$ cat src/rtl/srde_pkg.sv
// Shared types, constants and helpers for the signed radix digit emitter.
// No dependencies; every other file of the block imports this package.
`default_nettype none

package srde_pkg;

	localparam int VAL_W     = 32;               // input value width
	localparam int CHR_W     = 8;                // output character width
	localparam int BASE_W    = 5;                // alphabet_size register width
	localparam int DIG_W     = 4;                // one radix digit
	localparam int MAX_BASE  = 16;
	localparam int NUM_CHARS = 16;
	localparam int NUM_CELLS = 32;               // enough digits for 2**31 in base 2
	localparam int ADDR_W    = 5;
	localparam int DATA_W    = 64;
	localparam int CONV_CYCLES = VAL_W + NUM_CELLS - 1;

	localparam logic [CHR_W-1:0] CHAR_PLUS  = 8'h2B;
	localparam logic [CHR_W-1:0] CHAR_MINUS = 8'h2D;

	// register index, taken from paddr[4:3]
	localparam logic [1:0] REG_SIZE  = 2'd0;
	localparam logic [1:0] REG_DLOW  = 2'd1;
	localparam logic [1:0] REG_DHIGH = 2'd2;

	// carry link between neighboring digit cells
	typedef struct packed {
		logic vld;
		logic data;
	} carry_t;

	function automatic logic [CHR_W-1:0] char_at(
		input logic [NUM_CHARS*CHR_W-1:0] chars,
		input logic [DIG_W-1:0] idx
	);
		return chars[idx*CHR_W +: CHR_W];
	endfunction

endpackage

`default_nettype wire

$ cat src/rtl/srde_cell.sv
// One digit cell of the systolic binary-to-radix converter.
// Depends on srde_pkg (carry_t, widths).
`default_nettype none

module srde_cell (
	input  logic                          clk,
	input  logic                          arst_n,
	input  logic                          clr,
	input  logic                          shift,
	input  logic [srde_pkg::BASE_W-1:0]   base,
	input  srde_pkg::carry_t              cin,
	input  logic [srde_pkg::DIG_W-1:0]    shift_in,
	output srde_pkg::carry_t              cout,
	output logic [srde_pkg::DIG_W-1:0]    digit
);
	import srde_pkg::*;

	logic [DIG_W-1:0]  digit_q;
	carry_t            cout_q;
	logic [BASE_W-1:0] dbl;
	logic [BASE_W-1:0] red;
	logic              ge;

	// digit*2 + carry; digit < base so one conditional subtract keeps it in range
	always_comb begin
		dbl = {digit_q, cin.data};
		ge  = (dbl >= base);
		red = dbl - base;
	end

	always_ff @(posedge clk or negedge arst_n) begin
		if (!arst_n) begin
			cout_q <= '0;
		end else if (clr) begin
			cout_q <= '0;
		end else begin
			cout_q.vld  <= cin.vld;
			cout_q.data <= cin.vld & ge;
		end
	end

	always_ff @(posedge clk) begin
		if (clr) begin
			digit_q <= '0;
		end else if (shift) begin
			digit_q <= shift_in;
		end else if (cin.vld) begin
			digit_q <= ge ? red[DIG_W-1:0] : dbl[DIG_W-1:0];
		end
	end

	assign cout  = cout_q;
	assign digit = digit_q;

endmodule

`default_nettype wire

$ cat src/rtl/srde_alpha.sv
// Alphabet checker: walks the digit characters one per cycle and flags
// zero bytes, sign characters, repeats and an out-of-range base. Uses srde_pkg.
`default_nettype none

module srde_alpha (
	input  logic                                        clk,
	input  logic                                        arst_n,
	input  logic                                        start,
	input  logic [srde_pkg::BASE_W-1:0]                 size,
	input  logic [srde_pkg::NUM_CHARS*srde_pkg::CHR_W-1:0] chars,
	output logic                                        ok
);
	import srde_pkg::*;

	logic [DIG_W-1:0] idx_q;
	logic             run_q;
	logic             ok_q;
	logic             bad;
	logic [CHR_W-1:0] cur;

	always_comb begin
		cur = char_at(chars, idx_q);
		bad = (cur == '0) || (cur == CHAR_PLUS) || (cur == CHAR_MINUS);
		for (int j = 0; j < NUM_CHARS; j++) begin
			if ((DIG_W'(j) > idx_q) && (BASE_W'(j) < size)
				&& (char_at(chars, DIG_W'(j)) == cur)) begin
				bad = 1'b1;
			end
		end
	end

	always_ff @(posedge clk or negedge arst_n) begin
		if (!arst_n) begin
			idx_q <= '0;
			run_q <= 1'b0;
			ok_q  <= 1'b0;
		end else if (start) begin
			idx_q <= '0;
			run_q <= 1'b1;
			ok_q  <= (size >= BASE_W'(2)) && (size <= BASE_W'(MAX_BASE));
		end else if (run_q) begin
			if (({1'b0, idx_q} < size) && bad) begin
				ok_q <= 1'b0;
			end
			idx_q <= idx_q + 1'b1;
			if (idx_q == DIG_W'(NUM_CHARS - 1)) begin
				run_q <= 1'b0;
			end
		end
	end

	assign ok = ok_q;

endmodule

`default_nettype wire

$ cat src/rtl/signed_radix_digit_emitter.sv
// Signed radix digit emitter: top level with registers, control and output beat.
// Depends on srde_pkg, srde_cell and srde_alpha.
//
// Usage:
//   Input channel in_valid/in_ready carries one signed 32-bit value per beat.
//   Output channel out_valid/out_ready carries one character per beat: a '-'
//   for negative values, then the digits most significant first; final_res
//   marks the last character of the number. Nothing is sent for a bad alphabet.
//   Registers (APB, 64-bit data): 0x00 alphabet_size, 0x08 digits_low, 0x10
//   digits_high, to be written only while idle; the block does not enforce this.
// Conversion:
//   The magnitude is fed one bit per cycle into a row of 32 digit cells whose
//   carries ripple one cell per cycle. Readout, after the sign beat of a
//   negative value, then shifts the digit row by one position per cycle while
//   the receiver is ready to take beats; in_ready is high only when idle.
// Reset clears the registers to zero and the control to idle. A stalled
// receiver holds the output beat and pauses readout; leading zeros are
// skipped without waiting on the receiver.
`default_nettype none

module signed_radix_digit_emitter (
	input  logic                            clk,
	input  logic                            arst_n,
	input  logic                            in_valid,
	output logic                            in_ready,
	input  logic signed [srde_pkg::VAL_W-1:0] value,
	output logic                            out_valid,
	input  logic                            out_ready,
	output logic [srde_pkg::CHR_W-1:0]      character,
	output logic                            final_res,
	input  logic                            psel,
	input  logic                            penable,
	input  logic                            pwrite,
	input  logic [srde_pkg::ADDR_W-1:0]     paddr,
	input  logic [srde_pkg::DATA_W-1:0]     pwdata,
	output logic [srde_pkg::DATA_W-1:0]     prdata,
	output logic                            pready
);
	import srde_pkg::*;

	typedef enum logic [1:0] {
		S_IDLE,
		S_CONV,
		S_SIGN,
		S_DIGS
	} state_t;

	state_t                       state_q;
	logic [BASE_W-1:0]            size_q;
	logic [DATA_W-1:0]            dlow_q;
	logic [DATA_W-1:0]            dhigh_q;
	logic [NUM_CHARS*CHR_W-1:0]   chars;
	logic [VAL_W-1:0]             mag_q;
	logic                         neg_q;
	logic [5:0]                   cnt_q;
	logic [5:0]                   rem_q;
	logic                         started_q;
	logic                         out_valid_q;
	logic [CHR_W-1:0]             char_q;
	logic                         final_q;

	logic                         accept;
	logic                         cfg_wr;
	logic                         alpha_ok;
	logic                         slot_free;
	logic                         lead;
	logic                         act;
	logic                         shift;
	logic                         emit;
	logic [VAL_W-1:0]             raw;
	logic [DIG_W-1:0]             top;

	carry_t                       link  [NUM_CELLS];
	logic [DIG_W-1:0]             digit [NUM_CELLS];

	// ---------------- configuration port ----------------
	assign pready = 1'b1;
	assign cfg_wr = psel & penable & pwrite;
	assign chars  = {dhigh_q, dlow_q};

	always_ff @(posedge clk or negedge arst_n) begin
		if (!arst_n) begin
			size_q  <= '0;
			dlow_q  <= '0;
			dhigh_q <= '0;
		end else if (cfg_wr) begin
			case (paddr[4:3])
				REG_SIZE:  size_q  <= pwdata[BASE_W-1:0];
				REG_DLOW:  dlow_q  <= pwdata;
				REG_DHIGH: dhigh_q <= pwdata;
				default: ;
			endcase
		end
	end

	always_comb begin
		case (paddr[4:3])
			REG_SIZE:  prdata = {{(DATA_W-BASE_W){1'b0}}, size_q};
			REG_DLOW:  prdata = dlow_q;
			REG_DHIGH: prdata = dhigh_q;
			default:   prdata = '0;
		endcase
	end

	// ---------------- datapath ----------------
	assign in_ready  = (state_q == S_IDLE);
	assign accept    = in_valid & in_ready;
	assign raw       = value;
	assign slot_free = !out_valid_q || out_ready;
	assign top       = digit[NUM_CELLS-1];
	assign lead      = (top == '0) && !started_q && (rem_q != 6'd1);
	assign act       = (state_q == S_DIGS) && (lead || slot_free);
	assign shift     = act;
	// a new output beat is loaded: the sign, or a digit past the leading zeros
	assign emit      = ((state_q == S_SIGN) && slot_free) || (act && !lead);

	// magnitude enters cell 0 msb first, one bit per cycle
	assign link[0].vld  = (state_q == S_CONV) && (cnt_q < 6'(VAL_W));
	assign link[0].data = mag_q[VAL_W-1];

	for (genvar j = 0; j < NUM_CELLS; j++) begin : g_cell
		if (j < NUM_CELLS - 1) begin : g_mid
			srde_cell u_cell (
				.clk      (clk),
				.arst_n   (arst_n),
				.clr      (accept),
				.shift    (shift),
				.base     (size_q),
				.cin      (link[j]),
				.shift_in ((j == 0) ? {DIG_W{1'b0}} : digit[(j == 0) ? 0 : j-1]),
				.cout     (link[j+1]),
				.digit    (digit[j])
			);
		end else begin : g_top
			srde_cell u_cell (
				.clk      (clk),
				.arst_n   (arst_n),
				.clr      (accept),
				.shift    (shift),
				.base     (size_q),
				.cin      (link[j]),
				.shift_in (digit[j-1]),
				.cout     (),
				.digit    (digit[j])
			);
		end
	end

	srde_alpha u_alpha (
		.clk    (clk),
		.arst_n (arst_n),
		.start  (accept),
		.size   (size_q),
		.chars  (chars),
		.ok     (alpha_ok)
	);

	// ---------------- control and output beat ----------------
	always_ff @(posedge clk or negedge arst_n) begin
		if (!arst_n) begin
			state_q     <= S_IDLE;
			cnt_q       <= '0;
			rem_q       <= '0;
			started_q   <= 1'b0;
			out_valid_q <= 1'b0;
		end else begin
			if (emit) begin
				out_valid_q <= 1'b1;
			end else if (out_ready) begin
				out_valid_q <= 1'b0;
			end
			case (state_q)
				S_IDLE: begin
					if (in_valid) begin
						cnt_q   <= '0;
						state_q <= S_CONV;
					end
				end
				S_CONV: begin
					cnt_q <= cnt_q + 1'b1;
					if (cnt_q == 6'(CONV_CYCLES - 1)) begin
						rem_q     <= 6'(NUM_CELLS);
						started_q <= 1'b0;
						if (!alpha_ok) begin
							state_q <= S_IDLE;
						end else if (neg_q) begin
							state_q <= S_SIGN;
						end else begin
							state_q <= S_DIGS;
						end
					end
				end
				S_SIGN: begin
					if (slot_free) begin
						state_q <= S_DIGS;
					end
				end
				S_DIGS: begin
					if (act) begin
						rem_q <= rem_q - 1'b1;
						if (!lead) begin
							started_q <= 1'b1;
						end
						if (rem_q == 6'd1) begin
							state_q <= S_IDLE;
						end
					end
				end
				default: state_q <= S_IDLE;
			endcase
		end
	end

	// payload registers
	always_ff @(posedge clk) begin
		if (accept) begin
			neg_q <= raw[VAL_W-1];
			mag_q <= raw[VAL_W-1] ? (VAL_W'(0) - raw) : raw;
		end else if (state_q == S_CONV) begin
			mag_q <= {mag_q[VAL_W-2:0], 1'b0};
		end
		if ((state_q == S_SIGN) && slot_free) begin
			char_q  <= CHAR_MINUS;
			final_q <= 1'b0;
		end else if (act && !lead) begin
			char_q  <= char_at(chars, top);
			final_q <= (rem_q == 6'd1);
		end
	end

	assign out_valid = out_valid_q;
	assign character = char_q;
	assign final_res = final_q;

endmodule

`default_nettype wire

$ cat config.mk
export PLATFORM = sky130hd
export DESIGN_NAME = signed_radix_digit_emitter
export DESIGN_NICKNAME = d
export VERILOG_FILES = /design/src/rtl/srde_pkg.sv /design/src/rtl/srde_cell.sv /design/src/rtl/srde_alpha.sv /design/src/rtl/signed_radix_digit_emitter.sv
export SDC_FILE = /design/constraint.sdc
export NUM_CORES = 1
export LEC_CHECK = 0
export BUFFER_PORTS_ARGS = -buffer_cell sky130_fd_sc_hd__buf_2
export CORE_ASPECT_RATIO = 1.4
export CORE_MARGIN = 1.5
export CORE_UTILIZATION = 30
export CTS_CLUSTER_DIAMETER = 30
export DETAILED_ROUTE_END_ITERATION = 6
export PLACE_DENSITY = 0.56
export SETUP_SLACK_MARGIN = 0.05
export SLEW_MARGIN = 20
export SYNTH_ARGS = -nofsm -noshare
export SYNTH_HDL_FRONTEND = slang
export SYNTH_HIERARCHICAL = 1
export SYNTH_SLANG_ARGS = --single-unit
$ cat constraint.sdc
create_clock -name clk -period 6.35 [get_ports clk]
set_clock_uncertainty 0.1 [all_clocks]
set_input_delay 1.27 -clock clk [delete_from_list [all_inputs] [get_ports clk]]
set_output_delay 1.27 -clock clk [all_outputs]
set_load 0.1 [all_outputs]
# == Word level (Yosys, flattened, before mapping) ==
# Index checks and enable logic that the tools add are counted.
# word_totals
regBits,387
in_bits,108
out_inout_bits,76
elab_cells,552
# op_classes
addsub,36
magnitude_cmp,68
n_eq_ne,33
shifts,2
mux,172
bitwise,34
n_reduce_logical,98
# op_table
op,count
$mux W4,96
$shiftx A128 B8 Y8,2
$pmux W64 S3,1
$ge A5 B5 Y1,32
$eq A8 B8 Y1,16
$sub A4 B4 Y4,32
$mux W32,3
$mux W2,37
$reduce_bool A2 Y1,37
$logic_and A1 B1 Y1,40
$lt A4 B5 Y1 const A,8
$and A1 B1 Y1,34
$gt A4 B4 Y1 const A,8
$sub A1 B32 Y32 const A,1
$mux W1,28
$pmux W6 S2,2
$lt A3 B5 Y1 const A,4
$mux W6,3
$eq A8 B6 Y1 const B,2
$gt A3 B4 Y1 const A,4
$lt A1 B5 Y1 const A,2
$lt A2 B5 Y1 const A,2
$reduce_and A2 Y1,5
$gt A1 B4 Y1 const A,2
other kinds (27),42

# == Logic depth before layout (Yosys ltp) ==
# logic_depth
depth_word,24
mapped_depth,13
ltp_nobuf,10

# == By module ==
# Netlist, hierarchy kept.
# by_module_without_submodules
module,n_inst,cells_each,area_per_inst_um2,seq_area_each_um2
signed_radix_digit_emitter,1,781,9791.9,4899.7
srde_cell at g_cell[0].g_mid.u_cell ...,16,54,475.5,130.1
srde_cell at g_cell[15].g_mid.u_cell ...,15,54,484.2,130.1
srde_alpha,1,444,3854.9,150.1
srde_cell at g_cell[27].g_mid.u_cell,1,54,479.2,130.1

# == Worst setup path after synthesis ==
# Ideal clock, no wire load.
# synth_timing
path_type,in2reg
start,input port in_valid
end,register g_cell[15].g_mid.u_cell.digit_q[2]
setup_ns,0.062
arrival_time_ns,5.576
required_ns,6.188
slack_ns,0.613
cell_stages,6
n_path_buf,0
path_cell_list,nand2_1 -> clkinv_1 -> nor3b_2 -> inv_1 -> a211oi_1 -> a311o_1
# synth_via
elab_chain_cells,1
# synth_rtl
element,line_no,rtl
"start, declared",signed_radix_digit_emitter.sv:24,"input logic in_valid,"
$and A1 B1 Y1,signed_radix_digit_emitter.sv:107,assign accept = in_valid & in_ready;
named net accept,signed_radix_digit_emitter.sv:62,logic accept;
"end signal, assigned",srde_cell.sv:46,digit_q <= shift_in;
"end signal, assigned",srde_cell.sv:48,digit_q <= ge ? red[DIG_W-1:0] : dbl[DIG_W-1:0];
"end, declared",srde_cell.sv:18,logic [DIG_W-1:0] digit_q;
# The timed path passes the listed nets, and every way through them passes these cells.
# A chain may end at the register's enable or synchronous reset.

# == Worst setup path in the final report ==
# layout_timing
start,input port paddr[3] (netlist bit)
end,output port prdata[56] (netlist bit)
# layout_via
elab_chain_cells,2
word_cells_on_any_way,4
classes_between,eq/ne (2); mux (1); reduce/logical (1)
# layout_rtl
element,line_no,rtl
"start, declared",signed_radix_digit_emitter.sv:34,"input logic [srde_pkg::ADDR_W-1:0] paddr,"
$eq A2 B2 Y1 (tied with other cells),signed_radix_digit_emitter.sv:97,case (paddr[4:3])
$pmux W64 S3 *,signed_radix_digit_emitter.sv:97,
"end, declared",signed_radix_digit_emitter.sv:36,"output logic [srde_pkg::DATA_W-1:0] prdata,"
# Every way passes the cells marked *; elsewhere a longest branch is shown, timed or not.

==> flow_summary.yaml <==
outcome:
  status: "completed"
timing:
  final.period_utilization: 0.734
  maxSlewViolCount: 0
  max_slew.worst_pin.slew_ps: 1130
  rsz0062_at_grt: "false"
  hold_violations: 0
  fmax_ghz: 0.214
  setup-violations-final: 0
  period_needed_ps: 4660
  tns_ps: 0
  whs_ps: 382
  relSlewSlack: 0.243
route:
  viasPerCell: 5.39
  dr.pass1.iters: 5
  wl_met3_um: 3880
  drc: 0
  met2_length_um: 43300
  route.vias.total: 23800
  antenna_left: 0
  highest_layer: "met4"
  drt-total-wl_um: 86300
  first_iter_violations: 1308
  met1_length_um: 34200
  wl_per_cell_um: 19.6
finish:
  area_delta_synth_final_pct: 17.1
  layout.nets: 3432
  drive_gt1_frac: 0.230
floorplan:
  core_mm2: 0.0954
  design.portCount: 184
  die_height_um: 370
  die_area_mm2: 0.0984
  die_x_um: 266
  rows: 134
  initial_core_util: 0.303
critical_path:
  crit_chain: "buf_2, nor2b_4, buf_4, a22o_1, buf_2"
  start_kind: "primary input"
  crit_arrival_ps: 3290
  slowest_delay_ps: 580
  cp.buffers_inverters: 3
  slowest_stage: "buf_4"
  cpMostUsedCell: "buf_2"
  worstPathRequired_ps: 4980
  critPathKind: "primary input to primary output"
  worstPathMaxFanout: 54
  path_delay_family: "buffers and inverters"
  end_kind: "primary output"
synth:
  syn_avg_cell_area_um2: 9.81
  syn_inst: 2950
  netlist_area_mm2: 0.0289
  yosysWarnings: 6
placed_design:
  dp_hpwl_um: 60400
  place_congestion: 0.970
  io_buffers: 179
global_route:
  grt_overflow: 0
  grt_antenna_before_repair: 6
  grt_pass1_wl_um: 136000
  first_global_vias: 24200
  grt_max_degree: 137
  grt.total_usage: 0.175
clocking:
  clock_path_buffers: 3
  cts_sinks: 387
  hold_buffers: 0
  cts_tree: "built"
  h-tree-depth: 3
  ctsResizeCount: 0
  cts_made_buffers: 78
  path_clk_slew_ps: 60
  cts_setup_buffers: 0
  clk_latency_ps: 670
  root_buffer: "clkbuf_16"
power_and_ir_drop:
  leakage_nw: 13.8
  powerDensity_mw_per_mm2: 513
  peakVddDrop_uv: 309
hold_path:
  hold_class: "flop to flop"
flow_run:
  drv_cap: 0
==> per-stage QoR <==
| step | utilization | worst slack, ps | total power, mW | instance area [um^2] | instances |
|---|---|---|---|---|---|
| finish | 0.355 | 1690 | 17.4 | 33900 | 4414 |
| global route | 0.355 | 1650 | 18.5 | 33900 | 4412 |
| CTS | 0.355 | 1770 | 17.5 | 33900 | 4411 |
| detailed placement | 0.326 | 1760 | 13.0 | 31100 | 4265 |
| global placement | 0.326 | 1770 | 12.9 | 31100 | 4265 |
| floorplan | - | 613 | 10.9 | 29000 | 2953 |
==> final cells by class <==
class | instances | area, um^2
Antenna cell | 3 | 7.51
Clock buffer | 99 | 2120
Clock inverter | 47 | 701
Fill cell | 9670 | 61500
Inverter | 259 | 985
Multi-Input combinational cell | 2188 | 18200
Sequential cell | 387 | 9180
Tap cell | 1224 | 1530
Timing Repair Buffer | 207 | 1150
==> registers in the layout, indices dropped and copies added (netlist names), 4 cells and up, named ones only <==
register                   count
dhigh_q                       64
mag_q                         32
dlow_q                        64
u_alpha/idx_q                  4
g_cell.g_top.u_cell/digit      4
g_cell.g_mid.u_cell/digit    124
cnt_q                          6
size_q                         5
rem_q                          6
g_cell.g_mid.u_cell/cout      62
character                      8
==> cell usage in the layout, fill, tap and decap left out, types with 33 or more instances in the layout <==
cell type / count
a311o_1: 48
xnor2_1: 138
buf_2: 178
o31ai_1: 43
nand4_1: 62
dfrtp_1: 210
or3b_2: 34
dfxtp_1: 135
mux2_2: 142
a21oi_1: 179
ha_1: 171
a211oi_1: 52
o221ai_1: 34
o21ai_0: 93
inv_1: 254
edfxtp_1: 33
nand2_1: 211
xor2_1: 83
nor2b_1: 84
o31a_1: 33
clkbuf_16: 79
a22o_1: 60
nor3b_1: 99
nor2_1: 90
mux4_2: 57
==> report_power, final <==
group | total (mW) | internal [mW] | switching (mW)
Sequential | 4.24 | 3.19 | 1.05
Clock | 4.40 | 2.86 | 1.53
Combinational | 8.74 | 3.72 | 5.03
==> worst reg2reg max path, cell delays in order (launching register included) <==
cell	delay, ps
dfrtp_2	880
buf_4	390
mux4_2	550
mux2i_2	390
nand2_1	150
o21a_1	440
xor2_1	280
nor4_1	570
a31oi_1	190
nand4b_1	140
o32ai_1	100
==> metal layers <==
layer,GRT usage,vias up
met5,0,-
li1,-,11300
met1,0.195,11700
met4,0.102,0
met2,0.312,652
met3,0.0301,225
==> path summary, 6_finish.rpt <==
check | start | to | slack [ps] | cells past startpoint
min reg2reg | rem_q[4]$_DFFE_PN0P_ | rem_q[4]$_DFFE_PN0P_ | 380 | 1
max in group asynchronous | arst_n | size_q[0]$_DFFE_PN0P_ | 4290 | 2
min | rem_q[4]$_DFFE_PN0P_ | rem_q[4]$_DFFE_PN0P_ | 380 | 1
min in group asynchronous | arst_n | dhigh_q[48]$_DFFE_PN0P_ | 550 | 1
max | paddr[3] | prdata[56] | 1690 | 5
max reg2reg | u_alpha/idx_q[2]$_DFFE_PN0P_ | u_alpha/ok$_DFFE_PN0P_ | 2030 | 10
(Power assumes the default switching activity.)
